==> config.mk <==
export PLATFORM = sky130hd
export DESIGN_NAME = ec_point_add_prime_field_unit
export DESIGN_NICKNAME = d
export VERILOG_FILES = /design/src/rtl/core/ecpa_pkg.sv /design/src/rtl/core/ecpa_unit.sv /design/src/rtl/core/ec_point_add_prime_field_unit.sv
export SDC_FILE = /design/constraint.sdc
export NUM_CORES = 2
export LEC_CHECK = 0
export ABC_AREA = 1
export BUFFER_PORTS_ARGS = -buffer_cell sky130_fd_sc_hd__buf_2
export CAP_MARGIN = 20
export CORE_ASPECT_RATIO = 0.7
export CORE_MARGIN = 3
export CORE_UTILIZATION = 38
export DETAILED_ROUTE_END_ITERATION = 7
export SYNTH_ARGS = -nofsm -noshare
export SYNTH_HDL_FRONTEND = slang
export SYNTH_SLANG_ARGS = --single-unit
==> constraint.sdc <==
create_clock -name clk_i -period 8.6 [get_ports clk_i]
set_input_delay 0 -clock clk_i [delete_from_list [all_inputs] [get_ports clk_i]]
set_output_delay 0 -clock clk_i [all_outputs]
set_load 0.02 [all_outputs]
==> src/rtl/core/ecpa_pkg.sv <==
`timescale 1ns / 1ps
// ----------------------------------------------------------------------------
// ecpa_pkg: shared types and constants of the prime field point adder
// Holds the register indexes, reset values, sequencer states and the
// command and status groups between the sequencer and the arithmetic unit.
// ----------------------------------------------------------------------------
package ecpa_pkg;

  // Default field width in bits.
  localparam int unsigned FieldBitsDef = 16;

  // Configuration register indexes.
  localparam logic CfgIdxPrime = 1'b0;
  localparam logic CfgIdxCoeff = 1'b1;

  // Reset values of the configuration registers.
  localparam int unsigned PrimeReset = 13;
  localparam int unsigned CoeffReset = 1;

  // Operations of the shared arithmetic unit.
  typedef enum logic {
    OP_DIV,
    OP_MUL
  } ecpa_op_e;

  // Command to the shared unit.
  typedef struct packed {
    logic     start;
    ecpa_op_e op;
  } ecpa_cmd_t;

  // Status from the shared unit.
  typedef struct packed {
    logic busy;
    logic done;
  } ecpa_stat_t;

  // Sequencer states.
  typedef enum logic [4:0] {
    ST_IDLE,
    ST_RED_GO,
    ST_RED_WT,
    ST_CLASS,
    ST_SQ_GO,
    ST_SQ_WT,
    ST_TAN1,
    ST_TAN2,
    ST_TAN3,
    ST_INV_INIT,
    ST_INV_TEST,
    ST_DIV_GO,
    ST_DIV_WT,
    ST_QM_GO,
    ST_QM_WT,
    ST_SL_GO,
    ST_SL_WT,
    ST_SS_GO,
    ST_SS_WT,
    ST_X3,
    ST_DY,
    ST_Y_GO,
    ST_Y_WT,
    ST_INF,
    ST_OUT
  } ecpa_state_e;

endpackage

==> src/rtl/core/ecpa_unit.sv <==
`timescale 1ns / 1ps
// ----------------------------------------------------------------------------
// ecpa_unit: shared bit-serial divide and modular multiply unit
// Divide gives quotient and remainder of a by b, one quotient bit per cycle.
// Multiply gives a*b mod p by double and add, one bit of b per cycle.
// ----------------------------------------------------------------------------
module ecpa_unit #(
  parameter int unsigned FIELD_BITS = ecpa_pkg::FieldBitsDef
) (
  input  logic                  clk_i,
  input  logic                  rst_ni,
  input  ecpa_pkg::ecpa_cmd_t   cmd_i,
  input  logic [FIELD_BITS-1:0] opa_i,
  input  logic [FIELD_BITS-1:0] opb_i,
  input  logic [FIELD_BITS-1:0] prime_i,
  output ecpa_pkg::ecpa_stat_t  stat_o,
  output logic [FIELD_BITS-1:0] quo_o,
  output logic [FIELD_BITS-1:0] res_o
);

  localparam int unsigned W  = FIELD_BITS;
  localparam int unsigned CW = $clog2(W);

  logic                busy_q, busy_d;
  logic                done_q, done_d;
  ecpa_pkg::ecpa_op_e  op_q, op_d;
  logic [CW-1:0]       cnt_q, cnt_d;
  logic [W-1:0]        acc_q, acc_d;
  logic [W-1:0]        sh_q, sh_d;
  logic [W-1:0]        opd_q, opd_d;
  logic [W-1:0]        quo_q, quo_d;

  // One step of either operation.
  logic [W:0] trial;
  logic [W:0] dbl;
  logic [W-1:0] dbl_r;
  logic [W:0] addx;
  logic [W-1:0] mul_r;

  always_comb begin
    trial = {acc_q, sh_q[W-1]};
    dbl   = {1'b0, acc_q} + {1'b0, acc_q};
    if (dbl >= {1'b0, prime_i}) begin
      dbl_r = W'(dbl - {1'b0, prime_i});
    end else begin
      dbl_r = dbl[W-1:0];
    end
    addx = {1'b0, dbl_r} + {1'b0, opd_q};
    if (addx >= {1'b0, prime_i}) begin
      mul_r = W'(addx - {1'b0, prime_i});
    end else begin
      mul_r = addx[W-1:0];
    end
  end

  // Step control.
  always_comb begin
    busy_d = busy_q;
    done_d = 1'b0;
    op_d   = op_q;
    cnt_d  = cnt_q;
    acc_d  = acc_q;
    sh_d   = sh_q;
    opd_d  = opd_q;
    quo_d  = quo_q;
    if (busy_q) begin
      sh_d = {sh_q[W-2:0], 1'b0};
      unique case (op_q)
        ecpa_pkg::OP_DIV: begin
          if (trial >= {1'b0, opd_q}) begin
            acc_d = W'(trial - {1'b0, opd_q});
            quo_d = {quo_q[W-2:0], 1'b1};
          end else begin
            acc_d = trial[W-1:0];
            quo_d = {quo_q[W-2:0], 1'b0};
          end
        end
        ecpa_pkg::OP_MUL: begin
          acc_d = sh_q[W-1] ? mul_r : dbl_r;
        end
        default: ;
      endcase
      if (cnt_q == '0) begin
        busy_d = 1'b0;
        done_d = 1'b1;
      end else begin
        cnt_d = cnt_q - 1'b1;
      end
    end else if (cmd_i.start) begin
      busy_d = 1'b1;
      op_d   = cmd_i.op;
      cnt_d  = CW'(W - 1);
      acc_d  = '0;
      quo_d  = '0;
      sh_d   = (cmd_i.op == ecpa_pkg::OP_DIV) ? opa_i : opb_i;
      opd_d  = (cmd_i.op == ecpa_pkg::OP_DIV) ? opb_i : opa_i;
    end
  end

  // Control registers.
  always_ff @(posedge clk_i or negedge rst_ni) begin
    if (!rst_ni) begin
      busy_q <= 1'b0;
      done_q <= 1'b0;
    end else begin
      busy_q <= busy_d;
      done_q <= done_d;
    end
  end

  // Datapath registers.
  always_ff @(posedge clk_i) begin
    op_q  <= op_d;
    cnt_q <= cnt_d;
    acc_q <= acc_d;
    sh_q  <= sh_d;
    opd_q <= opd_d;
    quo_q <= quo_d;
  end

  assign stat_o.busy = busy_q;
  assign stat_o.done = done_q;
  assign quo_o       = quo_q;
  assign res_o       = acc_q;

endmodule

==> src/rtl/core/ec_point_add_prime_field_unit.sv <==
`timescale 1ns / 1ps
// ----------------------------------------------------------------------------
// ec_point_add_prime_field_unit: affine point addition over GF(p)
// Adds two affine points on y^2 = x^3 + a*x + b with a configurable modulus.
// ----------------------------------------------------------------------------
// The input is not ready while a word is worked on. Every divide and
// multiply goes through one shared bit-serial unit: five reductions mod p,
// an optional square, then the extended Euclid loop (one divide and one
// multiply per iteration, about 1.44*FIELD_BITS iterations worst case),
// then three multiplies. The number of Euclid iterations sets how long a
// word takes. A result waits in the output register while the next word
// is already accepted. A modulus below two, a vertical line or a
// denominator without inverse gives the point at infinity with zero
// coordinates.
module ec_point_add_prime_field_unit #(
  parameter int unsigned FIELD_BITS = ecpa_pkg::FieldBitsDef
) (
  input  logic                                   clk_i,
  input  logic                                   rst_ni,
  // first_x, first_y, second_x, second_y from the lowest bit up
  input  logic [((4*FIELD_BITS+7)/8)*8-1:0]      s_axis_tdata,
  input  logic                                   s_axis_tvalid,
  output logic                                   s_axis_tready,
  // sum_x, sum_y from the lowest bit up
  output logic [((2*FIELD_BITS+7)/8)*8-1:0]      m_axis_tdata,
  // at_infinity
  output logic                                   m_axis_tuser,
  output logic                                   m_axis_tvalid,
  input  logic                                   m_axis_tready,
  input  logic                                   cfg_valid_i,
  output logic                                   cfg_ready_o,
  input  logic                                   cfg_index_i,
  input  logic [FIELD_BITS-1:0]                  cfg_data_i
);

  localparam int unsigned W     = FIELD_BITS;
  localparam int unsigned OUT_W = ((2*FIELD_BITS+7)/8)*8;
  localparam int unsigned NOPS  = 5;

  // Modular add of residues.
  function automatic logic [W-1:0] mod_add(input logic [W-1:0] x, input logic [W-1:0] y,
                                           input logic [W-1:0] p);
    logic [W:0] s;
    s = {1'b0, x} + {1'b0, y};
    if (s >= {1'b0, p}) begin
      s = s - {1'b0, p};
    end
    return s[W-1:0];
  endfunction

  // Modular subtract of residues.
  function automatic logic [W-1:0] mod_sub(input logic [W-1:0] x, input logic [W-1:0] y,
                                           input logic [W-1:0] p);
    logic [W-1:0] d;
    d = x - y;
    if (x < y) begin
      d = d + p;
    end
    return d;
  endfunction

  ecpa_pkg::ecpa_state_e st_q, st_d;
  logic [2:0]   k_q, k_d;
  logic [W-1:0] prime_q, prime_d;
  logic [W-1:0] coeff_q, coeff_d;
  logic [W-1:0] raw_q [NOPS];
  logic [W-1:0] raw_d [NOPS];
  logic [W-1:0] red_q [NOPS];
  logic [W-1:0] red_d [NOPS];
  logic [W-1:0] num_q, num_d, den_q, den_d;
  logic [W-1:0] r1_q, r1_d, r2_q, r2_d, c1_q, c1_d, c2_q, c2_d;
  logic [W-1:0] t_q, t_d, rt_q, rt_d, s_q, s_d, x3_q, x3_d;
  logic         rinf_q, rinf_d;
  logic [W-1:0] sx_q, sx_d, sy_q, sy_d;
  logic         inf_q, inf_d;
  logic         ov_q, ov_d;

  ecpa_pkg::ecpa_cmd_t  cmd;
  ecpa_pkg::ecpa_stat_t stat;
  logic [W-1:0] opa, opb, quo, res;
  logic [W-1:0] x1, y1, x2, y2, a_r;

  assign x1  = red_q[0];
  assign y1  = red_q[1];
  assign x2  = red_q[2];
  assign y2  = red_q[3];
  assign a_r = red_q[4];

  ecpa_unit #(
    .FIELD_BITS(FIELD_BITS)
  ) u_unit (
    .clk_i  (clk_i),
    .rst_ni (rst_ni),
    .cmd_i  (cmd),
    .opa_i  (opa),
    .opb_i  (opb),
    .prime_i(prime_q),
    .stat_o (stat),
    .quo_o  (quo),
    .res_o  (res)
  );

  // Configuration writes.
  assign cfg_ready_o = 1'b1;

  always_comb begin
    prime_d = prime_q;
    coeff_d = coeff_q;
    if (cfg_valid_i) begin
      unique case (cfg_index_i)
        ecpa_pkg::CfgIdxPrime: prime_d = cfg_data_i;
        ecpa_pkg::CfgIdxCoeff: coeff_d = cfg_data_i;
        default: ;
      endcase
    end
  end

  // Sequencer: next state, unit commands and datapath updates.
  always_comb begin
    st_d   = st_q;
    k_d    = k_q;
    raw_d  = raw_q;
    red_d  = red_q;
    num_d  = num_q;
    den_d  = den_q;
    r1_d   = r1_q;
    r2_d   = r2_q;
    c1_d   = c1_q;
    c2_d   = c2_q;
    t_d    = t_q;
    rt_d   = rt_q;
    s_d    = s_q;
    x3_d   = x3_q;
    rinf_d = rinf_q;
    sx_d   = sx_q;
    sy_d   = sy_q;
    inf_d  = inf_q;
    ov_d   = ov_q;
    cmd.start = 1'b0;
    cmd.op    = ecpa_pkg::OP_MUL;
    opa = s_q;
    opb = t_q;

    if (ov_q && m_axis_tready) begin
      ov_d = 1'b0;
    end

    unique case (st_q)
      ecpa_pkg::ST_IDLE: begin
        if (s_axis_tvalid) begin
          raw_d[0] = s_axis_tdata[W-1:0];
          raw_d[1] = s_axis_tdata[2*W-1:W];
          raw_d[2] = s_axis_tdata[3*W-1:2*W];
          raw_d[3] = s_axis_tdata[4*W-1:3*W];
          raw_d[4] = coeff_q;
          k_d      = '0;
          st_d     = (prime_q < W'(2)) ? ecpa_pkg::ST_INF : ecpa_pkg::ST_RED_GO;
        end
      end
      // Reduce the four coordinates and the coefficient mod p.
      ecpa_pkg::ST_RED_GO: begin
        cmd.start = 1'b1;
        cmd.op    = ecpa_pkg::OP_DIV;
        opa       = raw_q[k_q];
        opb       = prime_q;
        st_d      = ecpa_pkg::ST_RED_WT;
      end
      ecpa_pkg::ST_RED_WT: begin
        if (stat.done) begin
          red_d[k_q] = res;
          if (k_q == 3'(NOPS - 1)) begin
            st_d = ecpa_pkg::ST_CLASS;
          end else begin
            k_d  = k_q + 1'b1;
            st_d = ecpa_pkg::ST_RED_GO;
          end
        end
      end
      // Chord, tangent or vertical line.
      ecpa_pkg::ST_CLASS: begin
        if (x1 != x2) begin
          num_d = mod_sub(y2, y1, prime_q);
          den_d = mod_sub(x2, x1, prime_q);
          st_d  = ecpa_pkg::ST_INV_INIT;
        end else if (y1 == y2 && y1 != '0) begin
          st_d = ecpa_pkg::ST_SQ_GO;
        end else begin
          st_d = ecpa_pkg::ST_INF;
        end
      end
      ecpa_pkg::ST_SQ_GO: begin
        cmd.start = 1'b1;
        opa       = x1;
        opb       = x1;
        st_d      = ecpa_pkg::ST_SQ_WT;
      end
      ecpa_pkg::ST_SQ_WT: begin
        if (stat.done) begin
          t_d  = res;
          st_d = ecpa_pkg::ST_TAN1;
        end
      end
      // Tangent numerator 3*x^2 + a and denominator 2*y.
      ecpa_pkg::ST_TAN1: begin
        num_d = mod_add(t_q, t_q, prime_q);
        den_d = mod_add(y1, y1, prime_q);
        st_d  = ecpa_pkg::ST_TAN2;
      end
      ecpa_pkg::ST_TAN2: begin
        num_d = mod_add(num_q, t_q, prime_q);
        st_d  = ecpa_pkg::ST_TAN3;
      end
      ecpa_pkg::ST_TAN3: begin
        num_d = mod_add(num_q, a_r, prime_q);
        st_d  = ecpa_pkg::ST_INV_INIT;
      end
      // Extended Euclid for the inverse of the denominator.
      ecpa_pkg::ST_INV_INIT: begin
        r1_d = prime_q;
        r2_d = den_q;
        c1_d = '0;
        c2_d = W'(1);
        st_d = ecpa_pkg::ST_INV_TEST;
      end
      ecpa_pkg::ST_INV_TEST: begin
        if (r2_q != '0) begin
          st_d = ecpa_pkg::ST_DIV_GO;
        end else if (r1_q != W'(1)) begin
          st_d = ecpa_pkg::ST_INF;
        end else begin
          st_d = ecpa_pkg::ST_SL_GO;
        end
      end
      ecpa_pkg::ST_DIV_GO: begin
        cmd.start = 1'b1;
        cmd.op    = ecpa_pkg::OP_DIV;
        opa       = r1_q;
        opb       = r2_q;
        st_d      = ecpa_pkg::ST_DIV_WT;
      end
      ecpa_pkg::ST_DIV_WT: begin
        if (stat.done) begin
          // The quotient never exceeds p, so p itself is the only one to fold.
          t_d  = (quo == prime_q) ? '0 : quo;
          rt_d = res;
          st_d = ecpa_pkg::ST_QM_GO;
        end
      end
      ecpa_pkg::ST_QM_GO: begin
        cmd.start = 1'b1;
        opa       = t_q;
        opb       = c2_q;
        st_d      = ecpa_pkg::ST_QM_WT;
      end
      ecpa_pkg::ST_QM_WT: begin
        if (stat.done) begin
          c2_d = mod_sub(c1_q, res, prime_q);
          c1_d = c2_q;
          r1_d = r2_q;
          r2_d = rt_q;
          st_d = ecpa_pkg::ST_INV_TEST;
        end
      end
      // Slope and the coordinates of the sum.
      ecpa_pkg::ST_SL_GO: begin
        cmd.start = 1'b1;
        opa       = num_q;
        opb       = c1_q;
        st_d      = ecpa_pkg::ST_SL_WT;
      end
      ecpa_pkg::ST_SL_WT: begin
        if (stat.done) begin
          s_d  = res;
          st_d = ecpa_pkg::ST_SS_GO;
        end
      end
      ecpa_pkg::ST_SS_GO: begin
        cmd.start = 1'b1;
        opa       = s_q;
        opb       = s_q;
        st_d      = ecpa_pkg::ST_SS_WT;
      end
      ecpa_pkg::ST_SS_WT: begin
        if (stat.done) begin
          t_d  = mod_sub(res, x1, prime_q);
          st_d = ecpa_pkg::ST_X3;
        end
      end
      ecpa_pkg::ST_X3: begin
        x3_d = mod_sub(t_q, x2, prime_q);
        st_d = ecpa_pkg::ST_DY;
      end
      ecpa_pkg::ST_DY: begin
        t_d  = mod_sub(x1, x3_q, prime_q);
        st_d = ecpa_pkg::ST_Y_GO;
      end
      ecpa_pkg::ST_Y_GO: begin
        cmd.start = 1'b1;
        opa       = s_q;
        opb       = t_q;
        st_d      = ecpa_pkg::ST_Y_WT;
      end
      ecpa_pkg::ST_Y_WT: begin
        if (stat.done) begin
          t_d    = mod_sub(res, y1, prime_q);
          rinf_d = 1'b0;
          st_d   = ecpa_pkg::ST_OUT;
        end
      end
      ecpa_pkg::ST_INF: begin
        x3_d   = '0;
        t_d    = '0;
        rinf_d = 1'b1;
        st_d   = ecpa_pkg::ST_OUT;
      end
      // Hand the result to the output register once it is free.
      ecpa_pkg::ST_OUT: begin
        if (!ov_q || m_axis_tready) begin
          sx_d  = x3_q;
          sy_d  = t_q;
          inf_d = rinf_q;
          ov_d  = 1'b1;
          st_d  = ecpa_pkg::ST_IDLE;
        end
      end
      default: st_d = ecpa_pkg::ST_IDLE;
    endcase
  end

  // Control and configuration registers.
  always_ff @(posedge clk_i or negedge rst_ni) begin
    if (!rst_ni) begin
      st_q    <= ecpa_pkg::ST_IDLE;
      ov_q    <= 1'b0;
      prime_q <= W'(ecpa_pkg::PrimeReset);
      coeff_q <= W'(ecpa_pkg::CoeffReset);
    end else begin
      st_q    <= st_d;
      ov_q    <= ov_d;
      prime_q <= prime_d;
      coeff_q <= coeff_d;
    end
  end

  // Datapath registers.
  always_ff @(posedge clk_i) begin
    k_q    <= k_d;
    raw_q  <= raw_d;
    red_q  <= red_d;
    num_q  <= num_d;
    den_q  <= den_d;
    r1_q   <= r1_d;
    r2_q   <= r2_d;
    c1_q   <= c1_d;
    c2_q   <= c2_d;
    t_q    <= t_d;
    rt_q   <= rt_d;
    s_q    <= s_d;
    x3_q   <= x3_d;
    rinf_q <= rinf_d;
    sx_q   <= sx_d;
    sy_q   <= sy_d;
    inf_q  <= inf_d;
  end

  assign s_axis_tready = (st_q == ecpa_pkg::ST_IDLE);
  assign m_axis_tvalid = ov_q;
  assign m_axis_tdata  = OUT_W'({sy_q, sx_q});
  assign m_axis_tuser  = inf_q;

endmodule

Word level (Yosys, flattened, before mapping)
Index checks and enable logic that the tools add are counted.
{"block": "op_classes", "addsub": 29, "n_lt_le_gt_ge": 17, "bitwise_logic": 4, "eq_ne": 42, "mux": 87, "reduce_logical": 36}
{"cell": "2-to-1 mux 16 bit", "n": 37}
{"cell": "case mux 16 bit (2 select lines)", "n": 7}
{"cell": "subtractor 16 bit", "n": 14}
{"cell": "case mux 16 bit (6 select lines)", "n": 2}
{"cell": "case mux 5 bit (25 select lines)", "n": 1}
{"cell": "greater-or-equal comparator 17 x 16 -> 1 bit", "n": 7}
{"cell": "adder 16 bit", "n": 7}
{"cell": "less-than comparator 16 bit", "n": 7}
{"cell": "adder 16 x 16 -> 17 bit", "n": 6}
{"cell": "bitwise mux 80 bit", "n": 1}
{"cell": "case mux 16 bit (5 select lines)", "n": 1}
{"cell": "2-to-1 mux 5 bit", "n": 14}
{"cell": "case mux 16 bit (4 select lines)", "n": 1}
{"cell": "binary-select mux 16 bit (select 3 bit)", "n": 1}
{"cell": "demux 16 bit (select 3 bit)", "n": 1}
{"cell": "== test 5 bit, second input constant", "n": 9}
{"cell": "== test 5 x 4 -> 1 bit, second input constant", "n": 8}
{"cell": "== test 16 bit", "n": 2}
{"cell": "nonzero test 16 bit", "n": 2}
{"cell": "AND reduction 2 bit", "n": 14}
{"cell": "== test 5 x 3 -> 1 bit, second input constant", "n": 4}
{"cell": "less-than comparator 16 x 2 -> 1 bit, second input constant", "n": 1}
{"cell": "inequality test 16 x 1 -> 1 bit, second input constant", "n": 1}
{"cell": "inequality test 16 bit", "n": 1}
{"cell": "other kinds (30)", "n": 66}
{"block": "totals", "regBits": 466, "wordCells": 253, "output_inout_bits": 36}

Depth between registers and ports, before layout
{"block": "logic_depth", "depth_word": 9, "mapped_depth": 39, "depth_no_buf": 38}

Hierarchy
From an unflattened synthesis, not the netlist that was laid out.
{"block": "hier_totals", "hier_cells": 5999, "hier_area_um2": 43110.1}
{"module": "ec_point_add_prime_field_unit", "area_each_um2": 35557.9, "n_inst": 1, "cells_each": 4865}
{"module": "ecpa_unit", "area_each_um2": 7552.2, "n_inst": 1, "cells_each": 1134}

Least setup slack after synthesis
Ideal clock, no wire load.
{"block": "synth_path", "path_kind": "register to register", "startpoint": "register prime_q[1]", "endpoint": "register u_unit.acc_q[10], in the netlist u_unit.res_o[10] (data pin)", "setup_time_ps": 254, "arrival_time_ps": 5500, "path_stages_with_launch": 30, "path_slack_ps": 2847, "required_time_ps": 8346, "path_buffers": 2, "synth_period_minus_slack_ps": 5753, "path_cell_list": "dfrtp_1 -> inv_1 -> ha_1 -> ha_1 -> nand4_1 -> o21ai_0 -> a21oi_1 -> clkbuf_1 -> nand3_1 -> nand2_1 -> inv_1 -> fa_1 -> o21ai_1 -> nand2_1 -> nand2_1 -> nand2_1 -> nand3_1 -> nand2_1 -> ha_1 -> nand2_1 -> nor2_1 -> and2_1 -> and3_1 -> nor2_2 -> nand2_1 -> buf_2 -> nand2_1 -> nand3_1 -> nand3_1 -> nand2_1"}
{"block": "synth_via", "elab_chain_cells": 8, "word_cells_on_any_way": 10, "classes_between": "add/sub (3); order compare (2); mux (5)"}
{"item": "start, declared", "line": "ec_point_add_prime_field_unit.sv:64", "text": "logic [W-1:0] prime_q, prime_d;"}
{"item": "start signal, assigned", "line": "ec_point_add_prime_field_unit.sv:335", "text": "prime_q <= W'(ecpa_pkg::PrimeReset);"}
{"item": "start signal, assigned", "line": "ec_point_add_prime_field_unit.sv:340", "text": "prime_q <= prime_d;"}
{"item": "subtractor 16 bit or greater-or-equal comparator 17 x 16 -> 1 bit (tied branches)", "line": "ecpa_unit.sv:44, ecpa_unit.sv:43"}
{"item": "2-to-1 mux 16 bit", "line": "ecpa_unit.sv:43", "text": "if (dbl >= {1'b0, prime_i}) begin"}
{"item": "adder 16 x 16 -> 17 bit", "line": "ecpa_unit.sv:48", "text": "addx = {1'b0, dbl_r} + {1'b0, opd_q};"}
{"item": "subtractor 16 bit or greater-or-equal comparator 17 x 16 -> 1 bit (tied branches)", "line": "ecpa_unit.sv:50, ecpa_unit.sv:49"}
{"item": "2-to-1 mux 16 bit", "line": "ecpa_unit.sv:49", "text": "if (addx >= {1'b0, prime_i}) begin"}
{"item": "2-to-1 mux 16 bit *", "line": "ecpa_unit.sv:79", "text": "acc_d = sh_q[W-1] ? mul_r : dbl_r;"}
{"item": "case mux 16 bit (2 select lines) *", "line": "ecpa_unit.sv:68", "text": "unique case (op_q)"}
{"item": "2-to-1 mux 16 bit *", "line": "ecpa_unit.sv:66", "text": "if (busy_q) begin"}
{"item": "end signal, assigned", "line": "ecpa_unit.sv:115", "text": "acc_q <= acc_d;"}
{"item": "end, declared", "line": "ecpa_unit.sv:28", "text": "logic [W-1:0] acc_q, acc_d;"}
Mark *: on every way between the ends. The rest lies on a longest branch, timed or not.
A chain may end at the register's enable or synchronous reset.

Worst setup path after layout
{"block": "layout_path", "startpoint": "register prime_q[6]", "endpoint": "register u_unit.acc_q[0], in the netlist u_unit.res_o[0] (data pin)"}
{"block": "layout_via", "elab_chain_cells": 8, "word_cells_on_any_way": 10, "classes_between": "add/sub (3); order compare (2); mux (5)"}
{"item": "greater-or-equal comparator 17 x 16 -> 1 bit or subtractor 16 bit (tied branches)", "line": "ecpa_unit.sv:43, ecpa_unit.sv:44"}
{"item": "2-to-1 mux 16 bit", "line": "ecpa_unit.sv:43"}
{"item": "adder 16 x 16 -> 17 bit", "line": "ecpa_unit.sv:48"}
{"item": "subtractor 16 bit or greater-or-equal comparator 17 x 16 -> 1 bit (tied branches)", "line": "ecpa_unit.sv:50, ecpa_unit.sv:49"}
{"item": "2-to-1 mux 16 bit", "line": "ecpa_unit.sv:49"}
{"item": "2-to-1 mux 16 bit *", "line": "ecpa_unit.sv:79"}
{"item": "case mux 16 bit (2 select lines) *", "line": "ecpa_unit.sv:68"}
{"item": "2-to-1 mux 16 bit *", "line": "ecpa_unit.sv:66"}
Marks and branches as above.

==> results.md <==
* Status: completed
* Critical path's slowest cell: dfrtp_1
* Post-CTS setup buffer count at 0
* Post-synth top area share at between 30% and 40%
* Post-synthesis compound-gate area fraction at a little under an eighth
* Setup violators final at 0
* Area of the core at approximately 110000 um^2
* Sink Count at roughly 470
* Post-synth EDFFs at approximately 430
* CP peak stage delay at about 910 ps
* Post-synthesis async set-or-reset flop share at 8.58%
* Leakage at around 0.023 uW
* Reg-to-reg critical path endpoint: u_unit.res_o[0]$_SDFFCE_PN0P_
* Clock root cell: clkbuf_16
* Most common cell after layout, fill and taps aside: nand2_1
* GR Overflow Total at 0
* Share of layout cells above drive strength 1 at around 6.0%
* Initial core utilization at 38.7%
* Avg Cell Area, Syn at 7.10 um^2
* Critical Path Fanout Max at 17
* Row cnt at about 100
* Syn Inst Count at 5984
* Main flop type after synthesis: edfxtp_1
* Final WL at between 150000 and 200000 um
* Relative slew margins at between 20% and 30%
* # DRC at 0
* Antenna violations before repair at 15
* Net Count, Synth at around 6500
* Reg2reg setup slack at about 1800 ps
* First-pass GRT wire length at roughly 280000 um
* Num CTS Buffers at 49
* CP arrival at approximately 7200 ps
* Leading cell types by total area after synthesis: edfxtp_1, nand2_1, ha_1, nand3_1, inv_1
* Fillers at ~11000
* Synth Register Bits at between 400 and 500
* Setup TNS at 0 ps
* Tot Pwr at between 10000 and 15000 uW
* Max reg flops at 80
* Via density at roughly 5.8
* Period Utilization, post-route at 79.3%
* Synth Area in Simple Gates at between 30% and 40%
* FMAX at about 150 MHz
* Critical path class: flip-flop to flip-flop
* Worst Path Required at 8960 ps
* Most frequent cells in the layout: nand2_1, inv_1, nand3_1
* Worst VDD drop at between 0.3 and 0.4 mV
* Largest net degree at the start of global routing at 81
* Die Ht at about 290 um
* Crit path time final at 6820 ps
* Final Skew at around 51 ps
* P&R area growth vs syn at 12.1%
* Post-DRT Antenna Nets at 0
* Number of global-route vias before repair at 38700
* Adder-Cell Fraction of Synth Area at around 12%
* Worst Hold Class: input pin to asynchronous set/reset pin
* Main combinational cell family by area after synthesis: simple AND/OR/NAND/NOR gates
* Placed cell area at 45200 um^2
* DIE AREA at 116000 um^2
* Die outline width at 406 um
* Dpl hpwl at around 150000 um
* Pwr dens at around 300 nW/um^2
* TritonCTS clock tree: done
* Post-Layout Inst Area at 47600 um^2
* Multiplexer share of the synthesized area at 0%
* Clock Path Buffers at 3
* Crit path to: u_unit.res_o[0]$_SDFFCE_PN0P_
* Fin. Hold Viols at 0
* CP endpoint kind: flip-flop
* Clk slew on worst S/H paths at 60 ps
* Hold Worst Slack at between 30 and 40 ps
* IO Port Bufs at 120
* Slew Viols, Final at 0
* Nets at around 6700
* Sequential fraction of the synthesis area at about a third
* Placer Congestion at ~1.0
* Drt pass-1 iters at 8
* DR WL/cell at approximately 25 um
* Crit-path most repeated cell: nand2_1
* Htree depth at 2
* Yosys cell types at between 60 and 70
* Xor-xnor portion of the synthesized cell area at between 4 and 5%
* Ys Warns at 0
* Cell taking the most area after synthesis: edfxtp_1
* Max_cap viols at 0
* Synthesized cell area at approximately 42000 um^2
* Worst slew pin tran at 1120 ps
* Crit. Startpoint: prime_q[6]$_DFFE_PN0P_
* Skew-Pair Late Insertion Delay at 650 ps
* Worst r2r path cells at 36
* Crit start category: flip-flop
* RSZ-0062 raised after global routing: false
* FF-to-FF Start: prime_q[6]$_DFFE_PN0P_
* I/O pins at 122
* GRT Overall Usage at 32.8%
* Initial drt markers at just under 7000
* Via count at 44900
* Largest Register: raw_q
metrics by stage:
| stage | cells | setup WS [ps] | utilization [%] |
|---|---|---|---|
| final | 7713 | 1780 | 43.4 |
| after global routing | 7707 | 1270 | 43.4 |
| after CTS | 7704 | 1970 | 43.4 |
| after detailed placement | 7532 | 2030 | 41.2 |
| after global placement | 7531 | 2060 | 41.2 |
| after floorplan | 5984 | 2850 | - |
kinds of logic after synthesis:
logic type,count (synthesis)
xor gates and xnor gates,209
AOI/OAI and AO/OA,866
adders and majority gates,406
buffers and inverters,925
and+or+nand+nor,3111
other,1
DFF,466
cell type report:
class	count	area (um^2)	share of cell area [%]
Multi-Input combinational cell	4593	25200	53.0
Sequential cell	466	13800	28.9
Inverter	813	3050	6.41
Timing Repair Buffer	303	2210	4.63
Tap cell	1442	1800	3.79
Clock buffer	61	1310	2.76
Clock inverter	29	216	0.454
Antenna cell	6	15.0	0.0315
how the worst min path moves through the flow:
stage,from,endpoint
floorplan,rst_ni,coeff_q[10]$_DFFE_PN0P_
global placement,rst_ni,m_axis_tvalid$_DFF_PN0_
detailed placement,rst_ni,coeff_q[4]$_DFFE_PN0P_
CTS,rst_ni,prime_q[7]$_DFFE_PN0P_
global route,rst_ni,coeff_q[4]$_DFFE_PN0P_
finish,rst_ni,coeff_q[4]$_DFFE_PN0P_
timing repair:
action / CTS / global route
endpoints found under the hold margin: 135 / 0
gates resized for setup: 0 / 0
hold buffers: 82 / 0
endpoints found under the setup margin: 0 / 0
metal layers:
layer  global-route usage [%]  up-vias  routed length (um)
met2                     39.7     3033               67900
met3                     11.9      264               32200
met4                     7.22        6                5100
met5                        0        -                  60
li1                         -    20500                   -
met1                     52.8    21100               91100
critical path: cells and delay by family (launching register included):
family,cells,cell delay [ps]
adder cells (fa/ha/maj),4,1310
AND/OR/NAND/NOR,22,2940
buffers and inverters,6,720
AO/OA/AOI/OAI,4,650
flip-flops,1,910
Yosys cell counts, types with 4 or more instances:
| cell type | n |
|---|---|
| nand2_1 | 1763 |
| inv_1 | 791 |
| nand3_1 | 622 |
| nor2_1 | 454 |
| edfxtp_1 | 425 |
| ha_1 | 382 |
| a21oi_1 | 364 |
| o21ai_0 | 282 |
| xor2_1 | 130 |
| nand4_1 | 94 |
| xnor2_1 | 79 |
| clkbuf_1 | 64 |
| nor3_1 | 45 |
| nand3b_1 | 44 |
| o211ai_1 | 40 |
| dfrtp_1 | 36 |
| buf_2 | 31 |
| a21o_1 | 30 |
| o21ai_1 | 26 |
| o21bai_1 | 26 |
| nor4_1 | 25 |
| fa_1 | 24 |
| o22ai_1 | 21 |
| and2_1 | 18 |
| inv_2 | 18 |
| o21a_1 | 13 |
| or2_2 | 13 |
| buf_1 | 11 |
| a21boi_0 | 10 |
| o221ai_1 | 10 |
| a31oi_1 | 9 |
| a211oi_1 | 8 |
| nand2_2 | 8 |
| and3_1 | 7 |
| a22oi_1 | 6 |
| buf_4 | 6 |
| o2111ai_1 | 6 |
| clkinv_1 | 4 |
| dfstp_2 | 4 |
| nor3b_1 | 4 |
power by group:
part | switching [uW] | internal [uW]
clock network | 1050 | 1130
logic | 6130 | 3000
registers | 55.4 | 2710
total | 7240 | 6850
Note: power is estimated with default switching activity, not from simulation.
